### src/vehicle_light_sequencer_macros.svh
// ---------------------------------------------------------------------------
// Assertion macros for the lamp sequencer
// Concurrent checks on clk; VLS_ASSERT is held off while rst is high, VLS_ASSERT_ALWAYS is not; empty for synthesis.
// ---------------------------------------------------------------------------
`ifndef VEHICLE_LIGHT_SEQUENCER_MACROS_SVH
`define VEHICLE_LIGHT_SEQUENCER_MACROS_SVH

`ifndef SYNTHESIS
`define VLS_ASSERT(lbl, prop) \
  lbl: assert property (@(posedge clk) disable iff (rst) prop) \
    else $error("vls assertion failed");
`define VLS_ASSERT_ALWAYS(lbl, prop) \
  lbl: assert property (@(posedge clk) prop) \
    else $error("vls assertion failed");
`else
`define VLS_ASSERT(lbl, prop)
`define VLS_ASSERT_ALWAYS(lbl, prop)
`endif

`endif

### src/vls_pkg.sv
// ---------------------------------------------------------------------------
// vls_pkg
// Shared types, codes and constants of the lamp sequencer.
// ---------------------------------------------------------------------------
package vls_pkg;

  localparam int PACKET_LEN = 6;
  localparam int BEAT_W     = $clog2(PACKET_LEN);

  // event kinds
  localparam logic [1:0] FUNC_SCAN   = 2'd0;
  localparam logic [1:0] FUNC_STROBE = 2'd1;
  localparam logic [1:0] FUNC_BLINK  = 2'd2;

  // configuration register indexes
  localparam logic [1:0] CFG_BUS_ADDRESS = 2'd0;
  localparam logic [1:0] CFG_STROBE_DUR  = 2'd1;
  localparam logic [1:0] CFG_BLINK_MODE  = 2'd2;
  localparam logic [1:0] CFG_DUAL_BEAM   = 2'd3;

  // reset values
  localparam logic [7:0] RST_BUS_ADDRESS = 8'hCC;
  localparam logic [7:0] RST_STROBE_DUR  = 8'd128;
  localparam logic [7:0] RST_PORT_IMAGE  = 8'h04;

  // headlight level thresholds
  localparam logic [7:0] LVL_DARK_LO = 8'd5;
  localparam logic [7:0] LVL_DARK_HI = 8'd30;
  localparam logic [7:0] LVL_MID_LO  = 8'd60;
  localparam logic [7:0] LVL_MID_HI  = 8'd100;
  localparam logic [7:0] LVL_DAY_HI  = 8'd150;

  // port image masks
  localparam logic [7:0] BEAM_KEEP   = 8'hE3;
  localparam logic [7:0] STROBE_BIT  = 8'h20;
  localparam logic [7:0] TURN_BITS   = 8'hC0;
  localparam logic [7:0] TURN_LEFT   = 8'h80;
  localparam logic [7:0] TURN_RIGHT  = 8'h40;
  localparam logic [7:0] PKT_FILL    = 8'hFF;

  typedef struct packed {
    logic [7:0] bus_address;
    logic [7:0] strobe_duration;
    logic       strobe_blink_mode;
    logic       dual_beam_mode;
  } vls_cfg_t;

  // outcome of one event, handed to the packet stage
  typedef struct packed {
    logic [7:0] port_value;
    logic       send;
  } vls_event_t;

endpackage

### src/vehicle_light_sequencer.sv
// ---------------------------------------------------------------------------
// vehicle_light_sequencer
// Lamp controller: scan, strobe and blink events update the port image;
// a changed image after a scan goes out as a six-byte packet.
// ---------------------------------------------------------------------------
//  channel   direction  tdata / payload                     tuser     tlast
//  s_axis    in         buttons[3:0], adc_level[11:4]       func      -
//  m_axis    out        port_value[7:0], tx_byte[15:8]      tx_valid  last
//  cfg       in         cfg_index (register), cfg_data      -         -
//
//  An event is registered on transfer and evaluated in one pass when the packer takes it.
//  Non-changing events give one beat each, one per cycle back to back while
//  m_axis_tready stays high; a change packet holds the output register for six beats.
//  Stalls on m_axis fill the input register, then drop s_axis_tready.
//  rst is synchronous; config and lamp state return to their reset values.
// ---------------------------------------------------------------------------
`include "vehicle_light_sequencer_macros.svh"

module vehicle_light_sequencer (
  input  logic        clk,
  input  logic        rst,
  input  logic        s_axis_tvalid,
  output logic        s_axis_tready,
  input  logic [15:0] s_axis_tdata,   // buttons[3:0], adc_level[11:4], zero[15:12]
  input  logic [1:0]  s_axis_tuser,   // func[1:0]
  output logic        m_axis_tvalid,
  input  logic        m_axis_tready,
  output logic [15:0] m_axis_tdata,   // port_value[7:0], tx_byte[15:8]
  output logic        m_axis_tuser,   // tx_valid
  output logic        m_axis_tlast,
  input  logic        cfg_valid,
  output logic        cfg_ready,
  input  logic [1:0]  cfg_index,
  input  logic [7:0]  cfg_data
);

  vls_pkg::vls_cfg_t   cfg;
  vls_pkg::vls_event_t ev;

  logic       in_valid;
  logic [1:0] in_func;
  logic [3:0] in_buttons;
  logic [7:0] in_level;
  logic       load_ready;
  logic       issue;
  logic       pkt_tail;

  assign cfg_ready     = 1'b1;
  assign issue         = in_valid && load_ready;
  assign s_axis_tready = !in_valid || load_ready;
  assign pkt_tail      = m_axis_tvalid && m_axis_tuser && m_axis_tlast;

  always_ff @(posedge clk) begin
    if (rst) begin
      cfg.bus_address       <= vls_pkg::RST_BUS_ADDRESS;
      cfg.strobe_duration   <= vls_pkg::RST_STROBE_DUR;
      cfg.strobe_blink_mode <= 1'b1;
      cfg.dual_beam_mode    <= 1'b0;
    end else if (cfg_valid && cfg_ready) begin
      case (cfg_index)
        vls_pkg::CFG_BUS_ADDRESS: cfg.bus_address       <= cfg_data;
        vls_pkg::CFG_STROBE_DUR:  cfg.strobe_duration   <= cfg_data;
        vls_pkg::CFG_BLINK_MODE:  cfg.strobe_blink_mode <= cfg_data[0];
        vls_pkg::CFG_DUAL_BEAM:   cfg.dual_beam_mode    <= cfg_data[0];
        default: ;
      endcase
    end
  end

  always_ff @(posedge clk) begin
    if (rst) begin
      in_valid <= 1'b0;
    end else if (s_axis_tvalid && s_axis_tready) begin
      in_valid <= 1'b1;
    end else if (issue) begin
      in_valid <= 1'b0;
    end
  end

  always_ff @(posedge clk) begin
    if (s_axis_tvalid && s_axis_tready) begin
      in_func    <= s_axis_tuser;
      in_buttons <= s_axis_tdata[3:0];
      in_level   <= s_axis_tdata[11:4];
    end
  end

  vls_core u_core (
    .clk       (clk),
    .rst       (rst),
    .issue     (issue),
    .func      (in_func),
    .buttons   (in_buttons),
    .adc_level (in_level),
    .cfg       (cfg),
    .ev        (ev)
  );

  vls_packer u_packer (
    .clk           (clk),
    .rst           (rst),
    .load          (in_valid),
    .ev            (ev),
    .bus_address   (cfg.bus_address),
    .load_ready    (load_ready),
    .m_axis_tvalid (m_axis_tvalid),
    .m_axis_tready (m_axis_tready),
    .m_axis_tdata  (m_axis_tdata),
    .m_axis_tuser  (m_axis_tuser),
    .m_axis_tlast  (m_axis_tlast)
  );

  // a beat without a packet byte is always the single result of its event
  `VLS_ASSERT(a_status_beat_last, (m_axis_tvalid && !m_axis_tuser) |-> m_axis_tlast)
  // the closing byte of a packet is fill
  `VLS_ASSERT(a_packet_tail_fill, pkt_tail |-> (m_axis_tdata[15:8] == vls_pkg::PKT_FILL))
  // a held event is not lost while the output stalls
  `VLS_ASSERT(a_input_held, (in_valid && !load_ready) |=> in_valid)
  // reset leaves nothing pending on either side
  `VLS_ASSERT_ALWAYS(a_reset_empty, rst |=> (!in_valid && !m_axis_tvalid))

endmodule

### src/vls_core.sv
// ---------------------------------------------------------------------------
// vls_core
// Lamp state registers and the single-pass event logic for scan, strobe
// tick and blink tick.
// ---------------------------------------------------------------------------
module vls_core (
  input  logic                clk,
  input  logic                rst,
  input  logic                issue,
  input  logic [1:0]          func,
  input  logic [3:0]          buttons,
  input  logic [7:0]          adc_level,
  input  vls_pkg::vls_cfg_t   cfg,
  output vls_pkg::vls_event_t ev
);

  logic [7:0] port_image, port_image_next;
  logic [7:0] last_sent, last_sent_next;
  logic [7:0] strobe_ticks, strobe_ticks_next;
  logic [1:0] turn_request, turn_request_next;
  logic       blink_phase, blink_phase_next;
  logic [1:0] headlight_key, headlight_key_next;

  logic [8:0] d9, h9, q9, e9, s9, qhe9, hq9, qe9, c9;

  always_comb begin
    d9   = {1'b0, cfg.strobe_duration};
    h9   = d9 >> 1;
    q9   = d9 >> 2;
    e9   = d9 >> 3;
    s9   = d9 >> 4;
    qhe9 = q9 + h9 + e9;
    hq9  = h9 + q9;
    qe9  = q9 + e9;
  end

  always_comb begin
    port_image_next    = port_image;
    last_sent_next     = last_sent;
    strobe_ticks_next  = strobe_ticks;
    turn_request_next  = turn_request;
    blink_phase_next   = blink_phase;
    headlight_key_next = headlight_key;
    c9                 = 9'd0;

    case (func)
      vls_pkg::FUNC_SCAN: begin
        case (buttons[2:0])
          3'b110:  turn_request_next = turn_request | 2'b01;
          3'b101:  turn_request_next = 2'b00;
          3'b011:  turn_request_next = turn_request | 2'b10;
          default: turn_request_next = turn_request;
        endcase
        if (!buttons[3]) strobe_ticks_next = 8'd1;

        if (adc_level < vls_pkg::LVL_DARK_HI && adc_level > vls_pkg::LVL_DARK_LO)
          headlight_key_next = 2'd1;
        if (adc_level < vls_pkg::LVL_MID_HI && adc_level > vls_pkg::LVL_MID_LO)
          headlight_key_next = 2'd2;
        if (adc_level < vls_pkg::LVL_DAY_HI && adc_level > vls_pkg::LVL_MID_HI)
          headlight_key_next = 2'd3;
        if (adc_level > vls_pkg::LVL_DAY_HI)
          headlight_key_next = 2'd0;

        case (headlight_key_next)
          2'd1: port_image_next = (port_image & vls_pkg::BEAM_KEEP) |
                                  (cfg.dual_beam_mode ? 8'h08 : 8'h18);
          2'd2: port_image_next = (port_image & vls_pkg::BEAM_KEEP) |
                                  (cfg.dual_beam_mode ? 8'h10 : 8'h08);
          2'd3: port_image_next = (port_image & vls_pkg::BEAM_KEEP) | 8'h04;
          default: port_image_next = port_image;
        endcase
      end

      vls_pkg::FUNC_STROBE: begin
        if (!cfg.strobe_blink_mode) begin
          if (strobe_ticks != 8'd0) begin
            strobe_ticks_next = strobe_ticks + 8'd1;
            port_image_next   = port_image | vls_pkg::STROBE_BIT;
          end else begin
            port_image_next   = port_image & ~vls_pkg::STROBE_BIT;
          end
        end else if (strobe_ticks != 8'd0) begin
          strobe_ticks_next = strobe_ticks + 8'd1;
          c9 = {1'b0, strobe_ticks_next};
          // strict bands; a count on a boundary keeps the lamp as it is
          if (c9 < d9   && c9 > qhe9) port_image_next = port_image & ~vls_pkg::STROBE_BIT;
          if (c9 < qhe9 && c9 > hq9)  port_image_next = port_image | vls_pkg::STROBE_BIT;
          if (c9 < hq9  && c9 > h9)   port_image_next = port_image & ~vls_pkg::STROBE_BIT;
          if (c9 < h9   && c9 > qe9)  port_image_next = port_image | vls_pkg::STROBE_BIT;
          if (c9 < qe9  && c9 > q9)   port_image_next = port_image & ~vls_pkg::STROBE_BIT;
          if (c9 < q9   && c9 > e9)   port_image_next = port_image | vls_pkg::STROBE_BIT;
          if (c9 < e9   && c9 > s9)   port_image_next = port_image & ~vls_pkg::STROBE_BIT;
          if (c9 < s9)                port_image_next = port_image | vls_pkg::STROBE_BIT;
          if (c9 > d9) begin
            strobe_ticks_next = 8'd0;
            port_image_next   = port_image & ~vls_pkg::STROBE_BIT;
          end
        end
        if (strobe_ticks_next > cfg.strobe_duration) strobe_ticks_next = 8'd0;
      end

      vls_pkg::FUNC_BLINK: begin
        if (!blink_phase) begin
          case (turn_request)
            2'd1:    port_image_next = port_image | vls_pkg::TURN_LEFT;
            2'd2:    port_image_next = port_image | vls_pkg::TURN_RIGHT;
            2'd3:    port_image_next = port_image | vls_pkg::TURN_BITS;
            default: port_image_next = port_image & ~vls_pkg::TURN_BITS;
          endcase
        end else begin
          case (turn_request)
            2'd1:    port_image_next = port_image & ~vls_pkg::TURN_LEFT;
            2'd2:    port_image_next = port_image & ~vls_pkg::TURN_RIGHT;
            default: port_image_next = port_image & ~vls_pkg::TURN_BITS;
          endcase
        end
        blink_phase_next = ~blink_phase;
      end

      default: ;
    endcase

    ev.port_value = port_image_next;
    ev.send       = (func == vls_pkg::FUNC_SCAN) && (port_image_next != last_sent);
    if (ev.send) last_sent_next = port_image_next;
  end

  always_ff @(posedge clk) begin
    if (rst) begin
      port_image    <= vls_pkg::RST_PORT_IMAGE;
      last_sent     <= 8'd0;
      strobe_ticks  <= 8'd0;
      turn_request  <= 2'd0;
      blink_phase   <= 1'b0;
      headlight_key <= 2'd0;
    end else if (issue) begin
      port_image    <= port_image_next;
      last_sent     <= last_sent_next;
      strobe_ticks  <= strobe_ticks_next;
      turn_request  <= turn_request_next;
      blink_phase   <= blink_phase_next;
      headlight_key <= headlight_key_next;
    end
  end

endmodule

### src/vls_packer.sv
// ---------------------------------------------------------------------------
// vls_packer
// Result register: one status beat, or a six-byte change packet.
// ---------------------------------------------------------------------------
module vls_packer (
  input  logic                clk,
  input  logic                rst,
  input  logic                load,
  input  vls_pkg::vls_event_t ev,
  input  logic [7:0]          bus_address,
  output logic                load_ready,
  output logic                m_axis_tvalid,
  input  logic                m_axis_tready,
  output logic [15:0]         m_axis_tdata,   // port_value[7:0], tx_byte[15:8]
  output logic                m_axis_tuser,   // tx_valid
  output logic                m_axis_tlast
);

  localparam logic [vls_pkg::BEAT_W-1:0] BEAT_LAST = vls_pkg::BEAT_W'(vls_pkg::PACKET_LEN - 1);

  logic                      busy;
  logic                      send;
  logic [7:0]                port_value;
  logic [7:0]                address;
  logic [vls_pkg::BEAT_W-1:0] beat;
  logic [7:0]                tx_byte;
  logic                      at_end;

  assign at_end     = !send || (beat == BEAT_LAST);
  assign load_ready = !busy || (m_axis_tready && at_end);

  always_comb begin
    case (beat)
      vls_pkg::BEAT_W'(0): tx_byte = address;
      vls_pkg::BEAT_W'(1): tx_byte = ~address;
      vls_pkg::BEAT_W'(2): tx_byte = port_value;
      vls_pkg::BEAT_W'(3): tx_byte = ~port_value;
      default:             tx_byte = vls_pkg::PKT_FILL;
    endcase
  end

  assign m_axis_tvalid = busy;
  assign m_axis_tuser  = send;
  assign m_axis_tlast  = at_end;
  assign m_axis_tdata  = {send ? tx_byte : 8'd0, port_value};

  always_ff @(posedge clk) begin
    if (rst) begin
      busy <= 1'b0;
      send <= 1'b0;
      beat <= '0;
    end else if (load && load_ready) begin
      busy <= 1'b1;
      send <= ev.send;
      beat <= '0;
    end else if (busy && m_axis_tready) begin
      if (at_end) busy <= 1'b0;
      else        beat <= beat + 1'b1;
    end
  end

  always_ff @(posedge clk) begin
    if (load && load_ready) begin
      port_value <= ev.port_value;
      address    <= bus_address;
    end
  end

endmodule
### config.mk
export PLATFORM = sky130hd
export DESIGN_NAME = vehicle_light_sequencer
export DESIGN_NICKNAME = d
export VERILOG_FILES = /design/src/vls_pkg.sv /design/src/vehicle_light_sequencer.sv /design/src/vls_core.sv /design/src/vls_packer.sv
export VERILOG_INCLUDE_DIRS = /design/src /design/src/src
export SDC_FILE = /design/constraint.sdc
export NUM_CORES = 1
export LEC_CHECK = 0
export BUFFER_PORTS_ARGS = -buffer_cell sky130_fd_sc_hd__buf_4
export CAP_MARGIN = 20
export CORE_ASPECT_RATIO = 1.2
export CORE_UTILIZATION = 40
export DETAILED_ROUTE_END_ITERATION = 16
export HOLD_SLACK_MARGIN = 0.12
export PLACE_DENSITY = 0.6
export SYNTH_ARGS = -nofsm -noshare
export SYNTH_HDL_FRONTEND = slang
export SYNTH_SLANG_ARGS = --single-unit
### constraint.sdc
create_clock -name clk -period 6.3 [get_ports clk]
set_input_delay 0 -clock clk [delete_from_list [all_inputs] [get_ports clk]]
set_output_delay 0 -clock clk [all_outputs]
set_load 0.01 [all_outputs]
* Yosys cells after proc, flatten, opt, wreduce, memory -nomap -nowiden *
Index checks and enable logic that the tools add are counted.

storage, ports and cells
  register bits after elaboration = 83
  bits in latches = 0
  RAM bits = 0
  bits in read-only memories = 0
  input bits = 33
  output and inout port bits = 21
  logic and storage cells = 161
  memories kept = 0

operators by class
  $add $sub $neg = 5
  multipliers = 0
  div/mod/pow operators = 0
  $lt $le $gt $ge = 24
  eq/ne operators = 20
  shift operators = 0
  muxes and demuxes = 40
  bitwise operators = 8
  reduce and logical (&&, ||, !) cells = 44

operators by type and width
  kind                   number
  $mux W6                12
  $mux W8                9
  $pmux W8 S3            3
  $pmux W8 S2            2
  $pmux W8 S4            1
  $gt A8 B9 Y1           3
  $lt A8 B9 Y1           3
  $reduce_and A2 Y1      9
  $gt A8 B8 Y1           2
  $not A8 Y8             2
  $or A8 B5 Y8           2
  $logic_and A1 B1 Y1    15
  $eq A2 B2 Y1 const B   7
  $reduce_bool A2 Y1     6
  $mux W2                5
  $mux W5                2
  $add A9 B5 Y9          1
  $eq A3 B2 Y1 const B   3
  $eq A3 B3 Y1 const B   3
  $add A6 B7 Y8          1
  $add A8 B1 Y8 const B  1
  $eq A2 B1 Y1 const B   4
  $gt A8 B3 Y1 const B   1
  $gt A8 B4 Y1           1
  other kinds (30)       43

* Logic depth before layout (Yosys ltp) *
  word-level depth = 19
  mapped depth = 23
  gate-level depth less buffers = 23

* Hierarchy *
From an unflattened synthesis, not the netlist that was laid out.

unflattened totals
  cell total of the unflattened synthesis = 677
  area, all modules = 6239.7 µm²

modules (own cells, without submodules)
  module                   instances  cells an instance  area each (µm²)  seq. area each (µm²)
  vls_core                 1          478                3824.9           500.5
  vehicle_light_sequencer  1          98                 1252.5           800.8
  vls_packer               1          101                1162.4           580.6

* Worst setup path after synthesis *
OpenSTA, ideal clock, no wires.

  path type = register -> register
  start = register u_core.strobe_ticks[0]
  end = register u_core.strobe_ticks[5]
  arrival = 4444 ps
  slack = 1791 ps
  cell stages (with the launch flop) = 21
  clock period less this slack = 4509 ps
  cell sequence = dfxtp_1 ha_1 nand3_1 xnor2_1 ha_1 nand2_1 o21ai_0 o22ai_1 o21bai_2 o21ai_1 ha_1 nor2b_1 o21a_1 o21a_1 o21a_1 o21bai_1 a22oi_1 nor3_1 a21o_1 a22oi_1 nor2_1

on the way
  word-level cells in the longest chain between the ends = 9
  elaborated cells between the ends (all ways) = 11
  those cells by class = add/sub: 1; order compare: 2; mux: 7; reduce/logical: 1

RTL lines
  element                 RTL line                        text
  from (decl)             vls_core.sv:19                  logic [7:0] strobe_ticks, strobe_ticks_next;
  from (signal assigned)  vls_core.sv:140                 strobe_ticks <= strobe_ticks_next;
  $add A8 B1 Y8           vls_core.sv:78, vls_core.sv:84
  $gt A8 B8 Y1            vls_core.sv:95                  if (c9 > d9) begin
  $mux W8                 vls_core.sv:95
  $mux W8                 vls_core.sv:83                  end else if (strobe_ticks != 8'd0) begin
  $mux W8 (*)             vls_core.sv:76                  if (!cfg.strobe_blink_mode) begin
  $mux W8 (*)             vls_core.sv:46                  case (func)
  $gt A8 B8 Y1            vls_core.sv:100                 if (strobe_ticks_next > cfg.strobe_duration) strobe_ticks_next = 8'd0;
  $mux W8 (*)             vls_core.sv:100
  $pmux W8 S2 (*)         vls_core.sv:46

Every way passes the cells marked *; elsewhere a longest branch is shown, timed or not. The select of a mux whose other input is x is not followed.
A chain may end at the register's enable or synchronous reset.

* Final worst setup path *
  start = register, netlist name cfg[5]
  end = register u_core.last_sent[6]

on the way
  word-level cells in the longest chain between the ends = 19
  elaborated cells between the ends (all ways) = 39
  those cells by class = add/sub: 3; order compare: 14; eq/ne: 1; mux: 12; reduce/logical: 9

RTL lines
  element                          RTL line                        text
  $add A6 B7 Y8                    vls_core.sv:32, vls_core.sv:33
  $add A9 B5 Y9                    vls_core.sv:32                  qhe9 = q9 + h9 + e9;
  $gt A8 B9 Y1                     vls_core.sv:87                  if (c9 < d9 && c9 > qhe9) port_image_next = port_image & ~vls_pkg::STROBE_BIT;
  $logic_and A1 B1 Y1              vls_core.sv:87
  $mux W6                          vls_core.sv:87
  $mux W6                          vls_core.sv:88                  if (c9 < qhe9 && c9 > hq9) port_image_next = port_image | vls_pkg::STROBE_BIT;
  $mux W6                          vls_core.sv:89                  if (c9 < hq9 && c9 > h9) port_image_next = port_image & ~vls_pkg::STROBE_BIT;
  $mux W6                          vls_core.sv:90                  if (c9 < h9 && c9 > qe9) port_image_next = port_image | vls_pkg::STROBE_BIT;
  [3 not listed]                   -
  $mux W6                          vls_core.sv:94                  if (c9 < s9) port_image_next = port_image | vls_pkg::STROBE_BIT;
  $mux W6 (*)                      vls_core.sv:95
  $mux W6 (*)                      vls_core.sv:83
  $mux W6 (*)                      vls_core.sv:76
  $pmux W8 S3 (*)                  vls_core.sv:46
  $ne A8 B8 Y1 (*)                 vls_core.sv:125                 ev.send = (func == vls_pkg::FUNC_SCAN) && (port_image_next != last_sent);
  $logic_and A1 B1 Y1 (*)          vls_core.sv:125
  $reduce_and A2 Y1 (no line) (*)  -
  to (signal assigned)             vls_core.sv:139                 last_sent <= last_sent_next;
  to (decl)                        vls_core.sv:18                  logic [7:0] last_sent, last_sent_next;

Every way passes the cells marked *; elsewhere a longest branch is shown, timed or not.

==> flow_metrics.py <==
metrics = {
    "sta": {
        "setup_repair_after_global_routing_missed_its_margin": "no",
        "final_min_period_over_clock_period_pct": 83.18,
        "tightestPinTransition_ns": 0.6538,
        "layout_setup_ws_ns": 1.060,
        "maximum_frequency_from_static_timing_analysis_ghz": 0.1908,
        "timing.final.crit_period_ns": 5.240,
        "number_of_setup_violations_in_the_final_report": 0,
        "fin_setup_tns_ns": 0,
        "hold_viol": 0,
        "timing.hold.ws_ns": 0.3787,
        "slew_violations": 0,
        "timing.clock.skew_ns": 0.009651,
        "max-slew-margin-rel_pct": 56.35,
    },
    "critical_path": {
        "timing.critical_path.required_ns": 6.52,
        "ff2ff_setup_slack_ns": 1.06,
        "maximum_net_fanout_on_the_critical_path": 7,
        "startpoint_of_the_worst_slack_reg_to_reg_timing_path": "cfg[5]$_SDFFE_PP0P_",
        "crit_path_cell_trace": "inv_1, fa_1, nand2_1, xor2_1, ha_1, a21oi_1, o21ai_0, a21oi_1, nor2_1, xor2_1, ha_1, a22o_1, nor4_1, a21oi_1, o22a_1, o41ai_1, a311oi_2, xnor2_1, o21ai_2, mux2_1",
        "setup.worst_path.end_class": "flop",
        "cp-start-kind": "flop",
        "crit_top_cell": "a21oi_1",
        "timing.critical_path.from": "cfg[5]$_SDFFE_PP0P_",
        "critical_path.slowest_cell": "dfxtp_1",
        "critical_path.reg2reg.endpoint": "u_core.last_sent[6]$_SDFFE_PP0P_",
        "class_of_the_most_critical_setup_path": "reg -> reg",
        "crit_path_end": "u_core.last_sent[6]$_SDFFE_PP0P_",
        "path_buf_inv": 1,
        "reg2reg_depth": 20,
        "timing.critical_path.max_delay_family": "compound AO/OA/AOI/OAI gates",
        "critPathMaxStageDelay_ns": 0.58,
        "arrival_ns": 5.46,
        "cp_num_cells": 20,
    },
    "clock_network": {
        "ctsLongestPathBuffers": 2,
        "numCtsBuffers": 9,
        "clk_pin_slew_worst_paths_ns": 0.06,
        "cts-htree-levels": 3,
        "cts_tree": "yes",
        "clk-insertion-delay-late_ns": 0.34,
        "root_buffer": "clkbuf_16",
        "clkSinkCount": 77,
    },
    "job": {
        "drv_cap": 0,
    },
    "status": {
        "run_status": "complete, no violations",
    },
    "floorplan": {
        "die_y_um": 134.5,
        "core_area_um2": 14350,
        "ioPinCount": 54,
        "die_area_um2": 15130,
        "initial_utilization_pct": 40.79,
        "fp.dieW_um": 112.5,
        "placement_rows": 48,
    },
    "synthesis": {
        "synth_enable_flop_cells": 28,
        "post_synthesis_sequential_area_ratio_pct": 31.11,
        "ys_types": 72,
        "synth_area_per_cell_um2": 8.995,
        "ys_warn_count": 0,
        "ys.flop_type": "dfxtp_1",
        "async_flop_share_pct": 0,
        "syn_inst": 651,
        "cell_area_after_synthesis_um2": 5856,
        "yosys_register_bits": 77,
    },
    "routing": {
        "first_drt_pass_iteration_count": 4,
        "count_of_vias_placed_by_the_detailed_router": 5076,
        "starting_drt_drc_count": 313,
        "wirelength_um": 14430,
        "viasPerCell": 5.566,
        "routedWlPerCell_um": 15.82,
        "post_route_ant_nets": 0,
        "drt_drc_violations_left": 0,
    },
    "grt": {
        "grt_start_max_net_pins": 53,
        "global_route.overflow_total": 0,
        "grt_usage_pct": 20.16,
        "first_pass_grt_wire_length_um": 24150,
        "antenna_violations_before_repair": 0,
        "first_global_vias": 5173,
    },
    "pwr": {
        "power.total_w": 0.001282,
        "power.density_nw_per_um2": 182.3,
        "p_leak_nw": 3.064,
        "vdd.ir_drop.worst_uv": 210.5,
    },
    "placement": {
        "dp_hpwl_um": 10870,
        "routabilityCongestion": 0.9148,
        "worst_slack_at_placement_ns": 1.122,
        "placed_cells_incl_taps": 863,
        "port_buffers": 46,
    },
    "cells_and_area": {
        "nets": 853,
        "post_route_insts_no_fill": 912,
        "n_antenna_cell": 0,
        "fillers": 1357,
        "layout-drive-gt1-share_pct": 12.48,
        "area_growth_pct": 20.11,
    },
    "min_path": {
        "worst_hold_path_type": "in -> reg",
    },
}
## where the power goes
part           leakage (nW)  switching, W  internal (W)
combinational          2.25      0.000107     0.0000933
clock                 0.148      0.000212      0.000312
sequential            0.662     0.0000213      0.000536
## layout make-up
type,count,area (um^2),share of cell area (%)
inverter,38,142.6,2.028
tap,175,219.0,3.113
sequential,77,1822,25.90
multi-input combinational,519,3809,54.15
clock inverter,7,80.08,1.139
timing repair buffer,87,735.7,10.46
clock buffer,9,225.2,3.202
## timing repair
item / CTS / global route
buffers inserted: 0 / 0
hold endpoints to repair: 35 / 0
hold buffers: 33 / 0
resized for setup: 0 / 0
## worst min path at each step
stage,cells past startpoint,slack (ns),startpoint,end
final,2,0.38,s_axis_tdata[7],in_level[3]$_DFFE_PP_
after global routing,2,0.37,s_axis_tuser[0],in_func[0]$_DFFE_PP_
after CTS,2,0.36,s_axis_tdata[11],in_level[7]$_DFFE_PP_
after detailed placement,1,0.18,s_axis_tdata[6],in_level[2]$_DFFE_PP_
after global placement,1,0.18,s_axis_tdata[8],in_level[4]$_DFFE_PP_
after floorplan,0,0.1,s_axis_tdata[0],in_buttons[0]$_DFFE_PP_
## metrics by stage
stage	util (%)	area (um^2)
after floorplan	-	5859
after global placement	44.57	6397
after detailed placement	44.57	6397
after CTS	49.00	7033
after global routing	49.00	7033
final	49.00	7033
## Yosys cell counts, types with 12 or more instances
library cell,instances,area share [%]
nand2_1,47,3.0
a21o_1,12,1.5
xor2_1,14,2.1
a211oi_1,13,1.7
nor2b_1,21,2.2
inv_1,36,2.3
edfxtp_1,28,14
dfxtp_1,49,17
o21ai_0,14,1.2
nand3_1,18,1.5
ha_1,85,18
xnor2_1,13,1.9
mux2i_1,23,3.9
clkbuf_1,12,0.77
a21oi_1,49,4.2
nor2_1,67,4.3
## placed cells by master (no fill, tap or decap), drive strengths merged, types with 6 or more instances in the layout
cell type	Yosys	final
nor3	13	13
dlygate4sd3	0	33
a211oi	14	14
a31oi	10	10
nor2b	21	21
buf	6	54
dfxtp	49	49
a211o	7	7
inv	38	41
nor2	67	67
nand4	10	10
nand3	18	18
a21o	12	12
xnor2	13	13
a22oi	10	10
o21a	6	6
a21oi	49	49
edfxtp	28	28
and3	6	6
nand2b	8	8
o21ai	22	22
clkbuf	12	9
nand2	47	47
xor2	14	14
ha	85	85
mux2i	24	24
## state kept, by name (all words and copies together) (netlist names)
name                    cells
u_core.port_image           6
u_packer.m_axis_tvalid      1
in_buttons                  4
u_core.blink_phase          1
u_core.last_sent            6
in_valid                    1
u_packer.beat               3
u_packer.address            8
in_func                     2
u_core.turn_request         2
u_core.strobe_ticks         8
u_core.headlight_key        2
u_packer.port_value         6
cfg                        18
u_packer.m_axis_tuser       1
in_level                    8
## per-layer routing
metal | share of wire [%] | vias up | wire length, um | global-route usage [%]
met3 | 2.3 | 26 | 334 | 3.411
met2 | 52 | 83 | 7556 | 38.44
met5 | 0 | - | 0 | 0
met1 | 43 | 2416 | 6144 | 21.93
met4 | 2.7 | 0 | 392 | 8.370
li1 | - | 2551 | - | -
## cells by family (layout without fill, tap and decap cells)
kind of cell	count (synthesis)	after routing	share of synthesized area (%)
buffers and inverters	56	141	3.910
AOI/OAI and AO/OA	166	166	19.40
other	2	3	0.1283
and+or+nand+nor	207	207	17.29
muxes	28	28	4.936
DFF	77	77	31.11
xor gates and xnor gates	27	27	4.039
adders and majority gates	88	88	19.19
Note: power is estimated with default switching activity, not from simulation.
